`src/rtl/spiq_pkg.sv`:
```
// Shared constants and types for the sorted priority insert queue.
package spiq_pkg;

    localparam int DEPTH_DEF = 16;
    localparam int VAL_W     = 32;
    localparam int PRI_W     = 16;
    localparam int ENT_W     = VAL_W + PRI_W;

    typedef enum logic [1:0] {
        CMD_INSERT  = 2'd0,
        CMD_DUMP    = 2'd1,
        CMD_RESTART = 2'd2
    } cmd_t;

    typedef enum logic [1:0] {
        ST_DUMP   = 2'd0,
        ST_ACCEPT = 2'd1,
        ST_FULL   = 2'd2,
        ST_EMPTY  = 2'd3
    } status_t;

endpackage

```
`src/rtl/sorted_priority_insert_queue.sv`:
```
// Sorted priority insert queue: bounded store kept in ascending priority order.
//
// Input beats on s_*: s_tuser is the command (insert, dump, restart), s_tdata
// carries the entry. Results on m_*: m_tuser is the status, m_tdata the dumped
// entry (zero otherwise), m_tlast marks the final result of a command.
// s_tready is high only while the sequencer is idle; one command at a time.
// Sequencing:
//   restart, insert into an empty or full store, dump of an empty store:
//     the result goes out from the result state, then the sequencer is idle.
//   insert into a store of N entries: a head read, then the single
//     read/compare/write pass over the entry RAM that shifts K entries (0..N),
//     then a place step for an insert at the head, then the result state.
//   dump of N entries: one RAM read and one beat per cycle while the
//     receiver is ready; the beat marked last ends the command.
// The last result is held in the output register, so the next command is
// accepted while that beat waits. A stalled receiver stops a dump in place.
// Reset empties the store (entry count only); the RAM contents are not cleared
// and need not be, since only entries below the count are ever read.
module sorted_priority_insert_queue
    import spiq_pkg::*;
#(
    parameter int DEPTH = DEPTH_DEF
) (
    input  logic             aclk,
    input  logic             aresetn,
    input  logic             s_tvalid,
    output logic             s_tready,
    input  logic [ENT_W-1:0] s_tdata,   // [31:0] item_value, [47:32] item_priority
    input  logic [1:0]       s_tuser,   // [1:0] cmd
    output logic             m_tvalid,
    input  logic             m_tready,
    output logic [ENT_W-1:0] m_tdata,   // [31:0] out_value, [47:32] out_priority
    output logic [1:0]       m_tuser,   // [1:0] status
    output logic             m_tlast
);

    localparam int ADDR_W = $clog2(DEPTH);
    localparam int CNT_W  = $clog2(DEPTH + 1);

    typedef enum logic [2:0] {
        S_IDLE,
        S_HEAD,
        S_SCAN,
        S_PLACE,
        S_DUMP,
        S_RESULT
    } state_t;

    state_t                   state_reg, state_next;
    logic [CNT_W-1:0]         cnt_reg, cnt_next;
    logic [ADDR_W-1:0]        idx_reg, idx_next;
    logic [VAL_W-1:0]         val_reg, val_next;
    logic signed [PRI_W-1:0]  pri_reg, pri_next;
    logic                     head_reg, head_next;
    status_t                  res_reg, res_next;
    logic                     m_tvalid_reg, m_tvalid_next;
    logic [ENT_W-1:0]         m_tdata_reg, m_tdata_next;
    logic [1:0]               m_tuser_reg, m_tuser_next;
    logic                     m_tlast_reg, m_tlast_next;

    logic [ENT_W-1:0]         mem [DEPTH];
    logic [ENT_W-1:0]         rd_data_reg;
    logic                     mem_we;
    logic [ADDR_W-1:0]        mem_waddr;
    logic [ENT_W-1:0]         mem_wdata;
    logic                     rd_en;
    logic [ADDR_W-1:0]        rd_addr;

    logic signed [PRI_W-1:0]  rd_pri;
    logic                     out_free;
    logic                     shift;
    logic                     dump_last;

    assign rd_pri    = $signed(rd_data_reg[ENT_W-1 -: PRI_W]);
    assign out_free  = !m_tvalid_reg || m_tready;
    assign shift     = head_reg || (rd_pri > pri_reg);
    assign dump_last = (CNT_W'(idx_reg) + CNT_W'(1)) == cnt_reg;

    always_comb begin
        state_next    = state_reg;
        cnt_next      = cnt_reg;
        idx_next      = idx_reg;
        val_next      = val_reg;
        pri_next      = pri_reg;
        head_next     = head_reg;
        res_next      = res_reg;
        m_tvalid_next = m_tvalid_reg;
        m_tdata_next  = m_tdata_reg;
        m_tuser_next  = m_tuser_reg;
        m_tlast_next  = m_tlast_reg;
        mem_we        = 1'b0;
        mem_waddr     = idx_reg;
        mem_wdata     = {pri_reg, val_reg};
        rd_en         = 1'b0;
        rd_addr       = idx_reg;

        if (m_tvalid_reg && m_tready) begin
            m_tvalid_next = 1'b0;
        end

        case (state_reg)
            S_IDLE: begin
                if (s_tvalid) begin
                    case (s_tuser)
                        CMD_INSERT: begin
                            if (cnt_reg == CNT_W'(DEPTH)) begin
                                res_next   = ST_FULL;
                                state_next = S_RESULT;
                            end else if (cnt_reg == '0) begin
                                mem_we     = 1'b1;
                                mem_waddr  = '0;
                                mem_wdata  = s_tdata;
                                cnt_next   = CNT_W'(1);
                                res_next   = ST_ACCEPT;
                                state_next = S_RESULT;
                            end else begin
                                val_next   = s_tdata[VAL_W-1:0];
                                pri_next   = $signed(s_tdata[ENT_W-1 -: PRI_W]);
                                rd_en      = 1'b1;
                                rd_addr    = '0;
                                state_next = S_HEAD;
                            end
                        end
                        CMD_RESTART: begin
                            mem_we     = 1'b1;
                            mem_waddr  = '0;
                            mem_wdata  = s_tdata;
                            cnt_next   = CNT_W'(1);
                            res_next   = ST_ACCEPT;
                            state_next = S_RESULT;
                        end
                        CMD_DUMP: begin
                            if (cnt_reg == '0) begin
                                res_next   = ST_EMPTY;
                                state_next = S_RESULT;
                            end else begin
                                rd_en      = 1'b1;
                                rd_addr    = '0;
                                idx_next   = '0;
                                state_next = S_DUMP;
                            end
                        end
                        default: begin
                            state_next = S_IDLE;
                        end
                    endcase
                end
            end
            S_HEAD: begin
                // head entry on the read port; not above it means insert at head
                head_next  = (pri_reg <= rd_pri);
                rd_en      = 1'b1;
                rd_addr    = cnt_reg[ADDR_W-1:0] - ADDR_W'(1);
                idx_next   = cnt_reg[ADDR_W-1:0];
                state_next = S_SCAN;
            end
            S_SCAN: begin
                // read port holds entry idx-1; move it up or drop the item at idx
                mem_we = 1'b1;
                if (shift) begin
                    mem_wdata = rd_data_reg;
                    idx_next  = idx_reg - ADDR_W'(1);
                    if (idx_reg == ADDR_W'(1)) begin
                        state_next = S_PLACE;
                    end else begin
                        rd_en   = 1'b1;
                        rd_addr = idx_reg - ADDR_W'(2);
                    end
                end else begin
                    cnt_next   = cnt_reg + CNT_W'(1);
                    res_next   = ST_ACCEPT;
                    state_next = S_RESULT;
                end
            end
            S_PLACE: begin
                mem_we     = 1'b1;
                cnt_next   = cnt_reg + CNT_W'(1);
                res_next   = ST_ACCEPT;
                state_next = S_RESULT;
            end
            S_DUMP: begin
                if (out_free) begin
                    m_tvalid_next = 1'b1;
                    m_tuser_next  = ST_DUMP;
                    m_tdata_next  = rd_data_reg;
                    m_tlast_next  = dump_last;
                    if (dump_last) begin
                        state_next = S_IDLE;
                    end else begin
                        rd_en    = 1'b1;
                        rd_addr  = idx_reg + ADDR_W'(1);
                        idx_next = idx_reg + ADDR_W'(1);
                    end
                end
            end
            S_RESULT: begin
                if (out_free) begin
                    m_tvalid_next = 1'b1;
                    m_tuser_next  = res_reg;
                    m_tdata_next  = '0;
                    m_tlast_next  = 1'b1;
                    state_next    = S_IDLE;
                end
            end
            default: begin
                state_next = S_IDLE;
            end
        endcase
    end

    always_ff @(posedge aclk) begin
        if (!aresetn) begin
            state_reg    <= S_IDLE;
            cnt_reg      <= '0;
            m_tvalid_reg <= 1'b0;
        end else begin
            state_reg    <= state_next;
            cnt_reg      <= cnt_next;
            m_tvalid_reg <= m_tvalid_next;
        end
        idx_reg     <= idx_next;
        val_reg     <= val_next;
        pri_reg     <= pri_next;
        head_reg    <= head_next;
        res_reg     <= res_next;
        m_tdata_reg <= m_tdata_next;
        m_tuser_reg <= m_tuser_next;
        m_tlast_reg <= m_tlast_next;
    end

    always_ff @(posedge aclk) begin
        if (mem_we) begin
            mem[mem_waddr] <= mem_wdata;
        end
        if (rd_en) begin
            rd_data_reg <= mem[rd_addr];
        end
    end

    assign s_tready = (state_reg == S_IDLE);
    assign m_tvalid = m_tvalid_reg;
    assign m_tdata  = m_tdata_reg;
    assign m_tuser  = m_tuser_reg;
    assign m_tlast  = m_tlast_reg;

    a_cnt_bound: assert property (@(posedge aclk) disable iff (!aresetn)
        cnt_reg <= CNT_W'(DEPTH))
        else $error("entry count above depth");

    a_restart_one: assert property (@(posedge aclk) disable iff (!aresetn)
        (s_tvalid && s_tready && s_tuser == CMD_RESTART) |=> cnt_reg == CNT_W'(1))
        else $error("restart did not leave one entry");

    a_full_hold: assert property (@(posedge aclk) disable iff (!aresetn)
        (s_tvalid && s_tready && s_tuser == CMD_INSERT && cnt_reg == CNT_W'(DEPTH))
        |=> cnt_reg == $past(cnt_reg))
        else $error("insert into full store changed the count");

    a_status_beat: assert property (@(posedge aclk) disable iff (!aresetn)
        (m_tvalid && m_tuser != ST_DUMP) |-> (m_tlast && m_tdata == '0))
        else $error("status beat not last or carries data");

endmodule
```
`config.mk`:
```
export PLATFORM = sky130hd
export DESIGN_NAME = sorted_priority_insert_queue
export DESIGN_NICKNAME = d
export VERILOG_FILES = /design/src/rtl/spiq_pkg.sv /design/src/rtl/sorted_priority_insert_queue.sv
export SDC_FILE = /design/constraint.sdc
export NUM_CORES = 1
export LEC_CHECK = 0
export BUFFER_PORTS_ARGS = -buffer_cell sky130_fd_sc_hd__clkbuf_2
export CAP_MARGIN = 20
export CORE_UTILIZATION = 25
export DETAILED_ROUTE_END_ITERATION = 12
export PLACE_DENSITY = 0.4
export SYNTH_ARGS = -nofsm -noshare
export SYNTH_HDL_FRONTEND = slang
export SYNTH_SLANG_ARGS = --single-unit
```
`constraint.sdc`:
```
create_clock -name aclk -period 4.75 [get_ports aclk]
set_clock_uncertainty 0.1 [all_clocks]
set_input_delay 0.95 -clock aclk [delete_from_list [all_inputs] [get_ports aclk]]
set_output_delay 0.95 -clock aclk [all_outputs]
set_load 0.02 [all_outputs]
```
==> results of run 1 <==
path summary, 6_finish.rpt:
| check | startpoint | to | slack (ns) | cells after the start |
|---|---|---|---|---|
| min reg2reg | res_reg[0]$_SDFFCE_PN1P_ | m_tuser[0]$_SDFFCE_PP0P_ | 0.46 | 2 |
| max | idx_reg[1]$_DFFE_PP_ | rd_data_reg[33]$_DFFE_PP_ | 0.43 | 13 |
| max reg2reg | idx_reg[1]$_DFFE_PP_ | rd_data_reg[33]$_DFFE_PP_ | 0.43 | 13 |
| min | s_tdata[29] | val_reg[29]$_DFFE_PP_ | 0.34 | 1 |
metrics by stage:
step	hold WS [ns]	setup WS, ns	utilization	instance area (um2)
after floorplan	0.419	-0.0867	-	38400
after global placement	0.454	0.467	0.279	42400
after detailed placement	0.449	0.417	0.279	42400
after CTS	0.268	0.393	0.301	45800
after global routing	0.289	0.243	0.301	45800
final	0.340	0.429	0.301	45800
cells in the mapped netlist, types with 3 or more instances:
cell,instances,area [um2]
a221oi_1,3,26.3
nand4_1,5,31.3
mux2_4,10,150
buf_1,3,11.3
clkbuf_1,40,150
nor2_1,40,150
mux2_1,77,867
a211oi_2,48,601
nand2_1,129,484
o21a_1,4,30.0
xor2_1,9,78.8
edfxtp_1,922,27700
buf_6,25,282
a22oi_1,48,360
mux2i_1,336,3360
o21ai_0,17,85.1
o22ai_1,96,601
buf_4,27,203
and2_1,51,319
dfxtp_1,9,180
nor2b_1,6,37.5
buf_2,21,105
inv_1,31,116
nor3_1,6,30.0
nand2b_1,7,43.8
a21oi_1,32,160
a21o_1,3,22.5
ha_1,29,363
o211ai_1,3,22.5
a31oi_1,5,31.3
mux2_2,105,1180
nand3_1,16,80.1
a211oi_1,3,22.5
xnor2_1,5,43.8
metal layers:
metal	global-route usage	vias up	part of all wire
li1	-	9153	-
met1	0.199	10700	0.49
met2	0.217	483	0.45
met3	0.0238	143	0.042
met4	0.0329	0	0.021
met5	0	-	0
worst reg2reg max path: stages, from the launching register on:
cell,delay (ns)
edfxtp_1,0.55
inv_1,0.29
ha_1,0.44
xor2_1,0.20
nor3_2,0.09
a31oi_2,0.37
nand2_1,0.15
a211oi_1,0.32
o32a_2,0.40
buf_12,0.27
buf_12,0.24
mux2_2,0.36
o22ai_1,0.21
a211oi_2,0.07
placed cells by master (no fill, tap or decap), types with 10 or more instances in the layout:
master	Yosys	layout
ha_1	29	29
mux2_1	77	77
and2_1	51	51
nand2_1	129	128
clkbuf_1	40	32
clkbuf_16	0	108
clkbuf_2	0	106
o22ai_1	96	96
o21ai_0	17	17
buf_4	27	56
clkinv_1	0	21
mux2i_1	336	336
clkinv_2	0	14
nand3_1	16	15
nor2_4	0	19
nor2_1	40	21
a211oi_2	48	48
mux2_4	10	10
edfxtp_1	922	922
a22oi_1	48	48
mux2_2	105	105
inv_1	31	31
a21oi_1	32	31
buf_12	0	56
power by group through the flow:
| stage | Clock (W) | Combinational (W) | Sequential [W] |
|---|---|---|---|
| 2_1_floorplan | 0 | 0.0109 | 0.0116 |
| 3_3_place_gp | 0 | 0.0157 | 0.0117 |
| 3_5_place_dp | 0 | 0.0158 | 0.0117 |
| 4_1_cts | 0.00817 | 0.0159 | 0.0116 |
| 5_1_grt | 0.00847 | 0.0168 | 0.0116 |
| 6_report | 0.00796 | 0.0156 | 0.0116 |
layout make-up:
cell class	count	area, um2	area share
repair buffers	219	2100	0.0459
multi-input cells	1138	9810	0.214
well taps	2030	2540	0.0555
flip-flops and latches	931	27900	0.609
clock buffers	140	2820	0.0617
inverters	32	120	0.00262
clock inverters	51	507	0.0111
cell families (layout without fill, tap and decap cells):
| group | after synthesis | after routing | share of synthesized area |
|---|---|---|---|
| compound gates | 289 | 289 | 0.0576 |
| xor+xnor | 15 | 15 | 0.00382 |
| fa+ha+maj | 29 | 29 | 0.00946 |
| buf+inv | 149 | 442 | 0.0231 |
| flops | 931 | 931 | 0.726 |
| mux | 528 | 528 | 0.145 |
| simple gates | 277 | 277 | 0.0345 |
==> out/summary.txt, run 1 <==
Maxcap violations -> 0
CTS max path bufs -> 3
Part of the cycle the worst path needs -> 0.910
Total GRT Usage -> 0.139
Setup Fix Bufs, Post-CTS -> 0
TritonCTS clock tree -> built
Fin. max-slew vios -> 0
CP endpoint kind -> register
Routed WL per cell -> 23.9 um
Chip Width -> 394 um
CTS Hold Buffers Added -> 0
First-pass GRT wire length -> 155 mm
Syn Area/Cell -> 17.3 um2
Slew HR -> 0.284
Max Fclk -> 0.231 GHz
Synth Flop Type -> edfxtp_1
Site row count -> 143
CP max-delay cell -> edfxtp_1
Syn Inst Count -> 2,218
Routed vias -> 20,500
Number of fillers in the final layout -> 15,000
NumNets Final -> 2,511
Crit Path Max Fanout -> 23
Psw -> 0.0129 W
Switching share of power -> 0.369
Unrepaired setup endpoints after global routing -> false
Port bufs -> 106
DRT Pass-1 Iters -> 5
Critical path's top delay family -> compound AO/OA/AOI/OAI gates
Total wire length -> 109 mm
Layout area overhead -> 19.3%
Final non-filler cell total -> 4,541
HPWL after DPL -> 60.7 mm
Via density -> 4.52
Post_cts resized -> 0
Minimum clock period -> 4.32 ns
WP data required -> 5.10 ns
CTS sink count -> 931
Final total power -> 0.0351 W
Register share of total power -> 0.329
Final count of hold timing violations -> 0
Synth cell types -> 69
Critical path launch point type -> register
Layout cell share with drive strength beyond 1 -> 0.223
GPL Wtd Cong -> 0.767
Setup_tns -> 0 ns
Root Driver -> clkbuf_16
Antenna diodes -> 0
Initial antenna violation count -> 2
Final setup vio count -> 0
Worst path max stage delay -> 0.55 ns
Slew @ Worst Pin -> 1.05 ns
Global route overflow -> 0
Peak supply drop -> 0.000739 V
EDFF count, synth -> 922
Number of global-route vias before repair -> 21,100
Pwr dens -> 768 nW/um2
Cell Area, Synth -> 38,400 um2
Cell Chain, Critical Path -> inv_1, ha_1, xor2_1, nor3_2, a31oi_2, nand2_1, a211oi_1, o32a_2, buf_12, buf_12, mux2_2, o22ai_1, a211oi_2
First DRT Iteration DRCs -> 1,481
Status -> finished clean
Max FFs per register -> 768
Initial Utilization -> 0.252
Warnings from Yosys -> 0
Clk pwr share -> 0.227
Critical path buffers and inverters -> 3
DRC violations left -> 0
Gate power share -> 0.444
Io pins -> 107
Clock transition at the registers of the reported paths -> 0.06 ns
CTS H-tree lvls -> 3
Die area -> 155,000 um2
HP Class -> primary input to register
Most used cell, CP -> buf_12
Skew-Pair Late Insertion Delay -> 0.72 ns
CP arrival -> 4.67 ns
Inserted Clock Buffers -> 106
Internal power -> 0.0222 W
Largest net degree at the start of global routing -> 52
Core area -> 152,000 um2
Critical setup path kind -> register to register
Placed Cells incl. Taps -> 4,350
Die H -> 394 um
Pleak -> 15.8 nW
Sequential fraction of the synthesis area -> 0.726
Asr flop ratio synth -> 0
ANT nets after route -> 0
FF+latch count, synth -> 931
Syn Nets -> 2,301
Note: power is estimated with default switching activity, not from simulation.
==> inputs of run 2 (changes only) <==
--- a/config.mk
+++ b/config.mk
@@ -5,6 +5,7 @@
 export SDC_FILE = /design/constraint.sdc
 export NUM_CORES = 1
 export LEC_CHECK = 0
+export ABC_AREA = 1
 export BUFFER_PORTS_ARGS = -buffer_cell sky130_fd_sc_hd__clkbuf_2
 export CAP_MARGIN = 20
 export CORE_UTILIZATION = 25
==> run 2 against run 1 <==
Fmax up 7.1%. Critical endpoint is now rd_data_reg[47]$_DFFE_PP_. Die area rose by 13%. Global-route usage increased by 2.9 points. Synthesized cell count up 99%. Critical path depth is 7 higher.
==> out/summary.txt, run 2 <==
Status -> finished clean
Most numerous cell in the Yosys netlist -> nand2_1
EDFF count, synth -> 922
FF+latch count, synth -> 931
Largest cells by area after synthesis -> edfxtp_1 (64%), nand2_1 (10%), inv_1 (7.3%)
Most frequent cells in the layout -> nand2_1 (1,185), edfxtp_1 (922), inv_1 (842), nand3_1 (418), nand4_1 (219)
Initial Utilization -> 0.253
Mux contribution to synthesized area -> 0
Critical setup path kind -> register to register
Number of global-route vias before repair -> 29,400
Inserted Clock Buffers -> 101
Reg2Reg Setup Slack -> 0.72 ns
Syn Nets -> 4,494
Multi-input logic area -> 11,300 um2
FF/Latch Area -> 27,900 um2
Synth Area in XOR/XNOR -> 0.000604
Synth Flop Type -> edfxtp_1
Synth cell types -> 43
Critical path's top delay family -> simple AND/OR/NAND/NOR gates
Root Driver -> clkbuf_16
DRT Pass-1 Iters -> 6
HP Class -> primary input to register
CP max-delay cell -> edfxtp_1
GPL Wtd Cong -> 0.818
CTS max path bufs -> 3
ANT nets after route -> 0
Die H -> 419 um
Total GRT Usage -> 0.168
Post-synthesis simple-gate area fraction -> 0.200
Clock transition at the registers of the reported paths -> 0.07 ns
Layout area overhead -> 16.9%
Reg2reg path depth -> 20
CTS Hold Buffers Added -> 0
Warnings from Yosys -> 0
Setup Fix Bufs, Post-CTS -> 0
Commonest non-fill, non-tap cell in the layout -> nand2_1
Io pins -> 107
First DRT Iteration DRCs -> 2,184
Minimum clock period -> 4.03 ns
Synth top area share -> 0.637
Post-synthesis compound-gate area fraction -> 0.0447
CTS sink count -> 931
Syn Area/Cell -> 9.86 um2
Final hold slack -> 0.325 ns
Core area -> 172,000 um2
Via density -> 4.48
Slew HR -> 0.367
Most used cell, CP -> nand2_1
Critical path buffers and inverters -> 3
Main combinational cell family by area after synthesis -> simple AND/OR/NAND/NOR gates
Fin. max-slew vios -> 0
Layout Utilization -> 0.295
Worst path max stage delay -> 0.64 ns
Skew-Pair Late Insertion Delay -> 0.72 ns
Largest net degree at the start of global routing -> 107
Slew @ Worst Pin -> 0.946 ns
Crit path depth -> 20
DRC violations left -> 0
Worst hold path depth -> 1
Crit Path Max Fanout -> 54
Layout cell share with drive strength beyond 1 -> 0.101
Die area -> 176,000 um2
Chip Width -> 419 um
Global route overflow -> 0
Max FFs per register -> 768
Commonest cells in the netlist -> nand2_1 (1,190), edfxtp_1 (922), inv_1 (842)
Post_cts resized -> 0
Critical path launch point type -> register
Initial antenna violation count -> 5
CTS H-tree lvls -> 3
Routed vias -> 30,900
Cell Area, Synth -> 43,500 um2
Sequential fraction of the synthesis area -> 0.641
Part of the cycle the worst path needs -> 0.849
Total wire length -> 148 mm
HPWL after DPL -> 80.2 mm
Number of fillers in the final layout -> 17,900
Final setup vio count -> 0
Port bufs -> 106
Maxcap violations -> 0
CP arrival -> 4.32 ns
First-pass GRT wire length -> 214 mm
TritonCTS clock tree -> built
NumNets Final -> 4,602
WP data required -> 5.03 ns
Asr flop ratio synth -> 0
CP endpoint kind -> register
Final count of hold timing violations -> 0
Yosys top cell by area -> edfxtp_1
Routed WL per cell -> 21.4 um
Cell Chain, Critical Path -> inv_1, nand2_1, nand2_1, nand2_1, nand2_1, nor2_1, nand2_2, nand2_2, nand2_1, nand3_4, nand3_4, buf_12, nand2_1, nand2_1, inv_1, nand3_1, nand3_1, nand2_1, nand2_1, nand2_1
Max Fclk -> 0.248 GHz
Site row count -> 152
Unrepaired setup endpoints after global routing -> false
Syn Inst Count -> 4,411
Post-Synth Adder-Cell Area -> 0.00835
## run 2: changes by cell type after synthesis, moves of 48 or more
cell	change
and2_1	-51
o22ai_1	-73
buf_2	+94
inv_1	+811
nand2_1	+1061
mux2_2	-105
clkbuf_1	+53
a22oi_1	-48
o21ai_1	+165
mux2i_1	-336
nand4_1	+214
a211oi_2	-48
nand3_1	+403
mux2_1	-77
## run 2: cells by family after synthesis
group           after synthesis
simple gates               1977
buf+inv                    1117
flops                       931
compound gates              354
fa+ha+maj                    29
xor+xnor                      3
## run 2: final timing paths
| kind | startpoint | end |
|---|---|---|
| setup / recovery | idx_reg[2]$_DFFE_PP_ | rd_data_reg[47]$_DFFE_PP_ |
| hold / removal | s_tdata[21] | val_reg[21]$_DFFE_PP_ |
| setup reg to reg | idx_reg[2]$_DFFE_PP_ | rd_data_reg[47]$_DFFE_PP_ |
| hold reg to reg | res_reg[0]$_SDFFCE_PN1P_ | m_tuser[0]$_SDFFCE_PP0P_ |
## run 2: layout make-up
cell class / instances / area share
Multi-Input combinational cell: 2363 / 0.222
Sequential cell: 931 / 0.548
Timing Repair Buffer: 265 / 0.0470
Antenna cell: 1 / 0.0000492
Tap cell: 2310 / 0.0569
Clock inverter: 55 / 0.00879
Inverter: 857 / 0.0633
Clock buffer: 128 / 0.0532
## run 2: stage by stage
stage	std cells	setup TNS (ns)	cell area [um2]	setup slack (ns)
finish	6910	0	50800	0.716
global route	6909	0	50800	0.461
CTS	6909	0	50800	0.746
detailed placement	6726	0	47700	0.457
global placement	6726	0	47700	0.413
floorplan	4411	-9.21	43500	-0.0325
## run 2: layer usage
metal | GRT usage | wire length, um | up-vias
li1 | - | - | 14800
met1 | 0.235 | 69000 | 15200
met2 | 0.274 | 68700 | 774
met3 | 0.0208 | 7410 | 153
met4 | 0.0408 | 2640 | 6
met5 | 0 | 37 | -
Power of run 2 is not shown: default switching activity piles up to over one toggle a cycle in this logic, so the estimate is an artifact.
==> inputs of run 3 (changes only) <==
--- a/config.mk
+++ b/config.mk
@@ -5,7 +5,7 @@
 export SDC_FILE = /design/constraint.sdc
 export NUM_CORES = 1
 export LEC_CHECK = 0
-export ABC_AREA = 1
+export ABC_AREA = 0
 export BUFFER_PORTS_ARGS = -buffer_cell sky130_fd_sc_hd__clkbuf_2
 export CAP_MARGIN = 20
 export CORE_UTILIZATION = 25
==> constraint.sdc (replaced) <==
create_clock -name aclk -period 3.46 [get_ports aclk]
set_clock_uncertainty 0.1 [all_clocks]
set_input_delay 0.692 -clock aclk [delete_from_list [all_inputs] [get_ports aclk]]
set_output_delay 0.692 -clock aclk [all_outputs]
set_load 0.02 [all_outputs]
==> run 3 against run 2 <==
The run now ends with negative setup slack left. Critical path depth fell by 7. Fmax up 9.0%. Utilization up 2.8 points. Non-clock buffer count up 138. Die area is 12% lower. Sequential cell count stayed put. Cell area shrank 3.4%. Global-route usage is 2.9 points lower. Worst hold slack worse by 0.24 ns. Cell count shrank 32%. Clock-buffer cell count shrank 6. First-iteration DRC count decreased by 44%. Critical path type unchanged.
==> out/summary.txt, run 3 (synthesis results as in run 1) <==
Status -> finished with violations
Failing checks -> negative setup slack
CP endpoint kind -> register
Chip Width -> 394 um
Pre-CTS WS -> -0.524 ns
CTS sink count -> 931
Pleak -> 17.3 nW
Final setup vio count -> 48
Part of the cycle the worst path needs -> 1.07
DRC violations left -> 0
DRT Pass-1 Iters -> 5
Routed met3 length -> 4.14 mm
Core area -> 152,000 um2
DR top layer -> met4
Via density -> 4.50
Cell Chain, Critical Path -> inv_2, ha_4, nand4_4, nor4_4, o21ai_2, a31oi_4, a211oi_2, o32a_4, buf_12, buf_16, mux2i_1, mux2i_1, a211oi_2
Largest net degree at the start of global routing -> 49
Critical path launch point type -> register
Number of fillers in the final layout -> 14,700
Pwr dens -> 1110 nW/um2
WP data required -> 3.80 ns
Slew HR -> 0.370
Max Fclk -> 0.270 GHz
Global route overflow -> 0
Routed vias -> 21,300
Number of global-route vias before repair -> 22,000
Skew-Pair Late Insertion Delay -> 0.70 ns
First-pass GRT wire length -> 157 mm
Total wire length -> 111 mm
HPWL after DPL -> 66.6 mm
Root Driver -> clkbuf_16
ANT nets after route -> 0
Fin. max-slew vios -> 0
CP max-delay cell -> edfxtp_1
Worst path max stage delay -> 0.49 ns
Io pins -> 107
Fin area -> 49,100 um2
Initial antenna violation count -> 3
M1 WL -> 54.3 mm
Layout area overhead -> 28.0%
TritonCTS clock tree -> built
Final count of hold timing violations -> 0
Slew @ Worst Pin -> 0.922 ns
Setup ws final -> -0.242 ns
Placed Area -> 44,300 um2
GPL Wtd Cong -> 0.781
Port bufs -> 106
HP Class -> primary input to register
Peak supply drop -> 0.000529 V
Maxcap violations -> 0
Layout cell share with drive strength beyond 1 -> 0.324
Routed WL per cell -> 23.4 um
CP arrival -> 4.04 ns
Site row count -> 143
CTS H-tree lvls -> 3
Most frequent cells in the layout -> edfxtp_1 (922), mux2i_1 (326), buf_4 (153), nand2_1 (119), clkbuf_16 (112)
Max FFs per register -> 768
Total GRT Usage -> 0.139
Commonest non-fill, non-tap cell in the layout -> edfxtp_1
Layout Utilization -> 0.323
Die area -> 155,000 um2
First DRT Iteration DRCs -> 1,232
Crit Path Max Fanout -> 22
Minimum clock period -> 3.70 ns
CTS max path bufs -> 3
CTS Hold Buffers Added -> 0
Clock transition at the registers of the reported paths -> 0.07 ns
WL met2 -> 50.4 mm
Inserted Clock Buffers -> 106
Unrepaired setup endpoints after global routing -> true
Initial Utilization -> 0.252
NumNets Final -> 2,695
Die H -> 394 um
Critical setup path kind -> register to register
## run 3: layer usage
metal / up-vias / global-route usage
met3: 133 / 0.0235
li1: 9545 / -
met4: 0 / 0.0320
met2: 431 / 0.218
met1: 11200 / 0.200
met5: - / 0
## run 3: cell type report
type / count / area [um2] / area share
Tap cell: 2030 / 2540 / 0.0517
Multi-Input combinational cell: 1138 / 10600 / 0.216
Clock inverter: 73 / 686 / 0.0140
Inverter: 32 / 120 / 0.00245
Timing Repair Buffer: 403 / 4530 / 0.0923
Sequential cell: 931 / 27900 / 0.568
Antenna cell: 2 / 5.00 / 0.000102
Clock buffer: 122 / 2730 / 0.0557
## run 3: repair_timing
item                                   4_1_cts  5_1_grt
pin swaps                                   12       16
buffers inserted                             9       16
resized for setup                           94       85
endpoints found under the hold margin        0        0
setup endpoints to repair                  176      821
cloned                                       4        6
## run 3: worst paths after layout
kind / depth (start not counted) / from / slack [ns] / endpoint
worst max-delay path: 13 / rd_data_reg[47]$_DFFE_PP_ / -0.24 / rd_data_reg[19]$_DFFE_PP_
worst min register to register: 2 / res_reg[0]$_SDFFCE_PN1P_ / 0.46 / m_tuser[0]$_SDFFCE_PP0P_
worst min-delay path: 1 / s_tdata[26] / 0.09 / val_reg[26]$_DFFE_PP_
worst max register to register: 13 / rd_data_reg[47]$_DFFE_PP_ / -0.24 / rd_data_reg[19]$_DFFE_PP_
## run 3: worst max-delay path, delay by kind of cell (launching register included)
| kind | cells | cell delay, ns |
|---|---|---|
| compound gates | 5 | 1.09 |
| fa+ha+maj | 1 | 0.31 |
| buf+inv | 3 | 0.47 |
| flops | 1 | 0.49 |
| mux | 2 | 0.48 |
| simple gates | 2 | 0.43 |
## run 3: per-stage QoR
stage,TNS (ns),total power [W],hold WS (ns),std cells
final,-7.42,0.0545,0.0866,4731
after global routing,-10.37,0.0571,0.0257,4729
after CTS,-4.69,0.0537,0.0202,4708
after detailed placement,-25.90,0.0406,0.455,4500
after global placement,-13.19,0.0404,0.466,4500
after floorplan,-194.12,0.0309,0.419,2218
## run 3: power by group
| part | internal (W) | switching (W) |
|---|---|---|
| Sequential | 0.0151 | 0.000645 |
| Clock | 0.00647 | 0.00457 |
| Combinational | 0.0133 | 0.0145 |
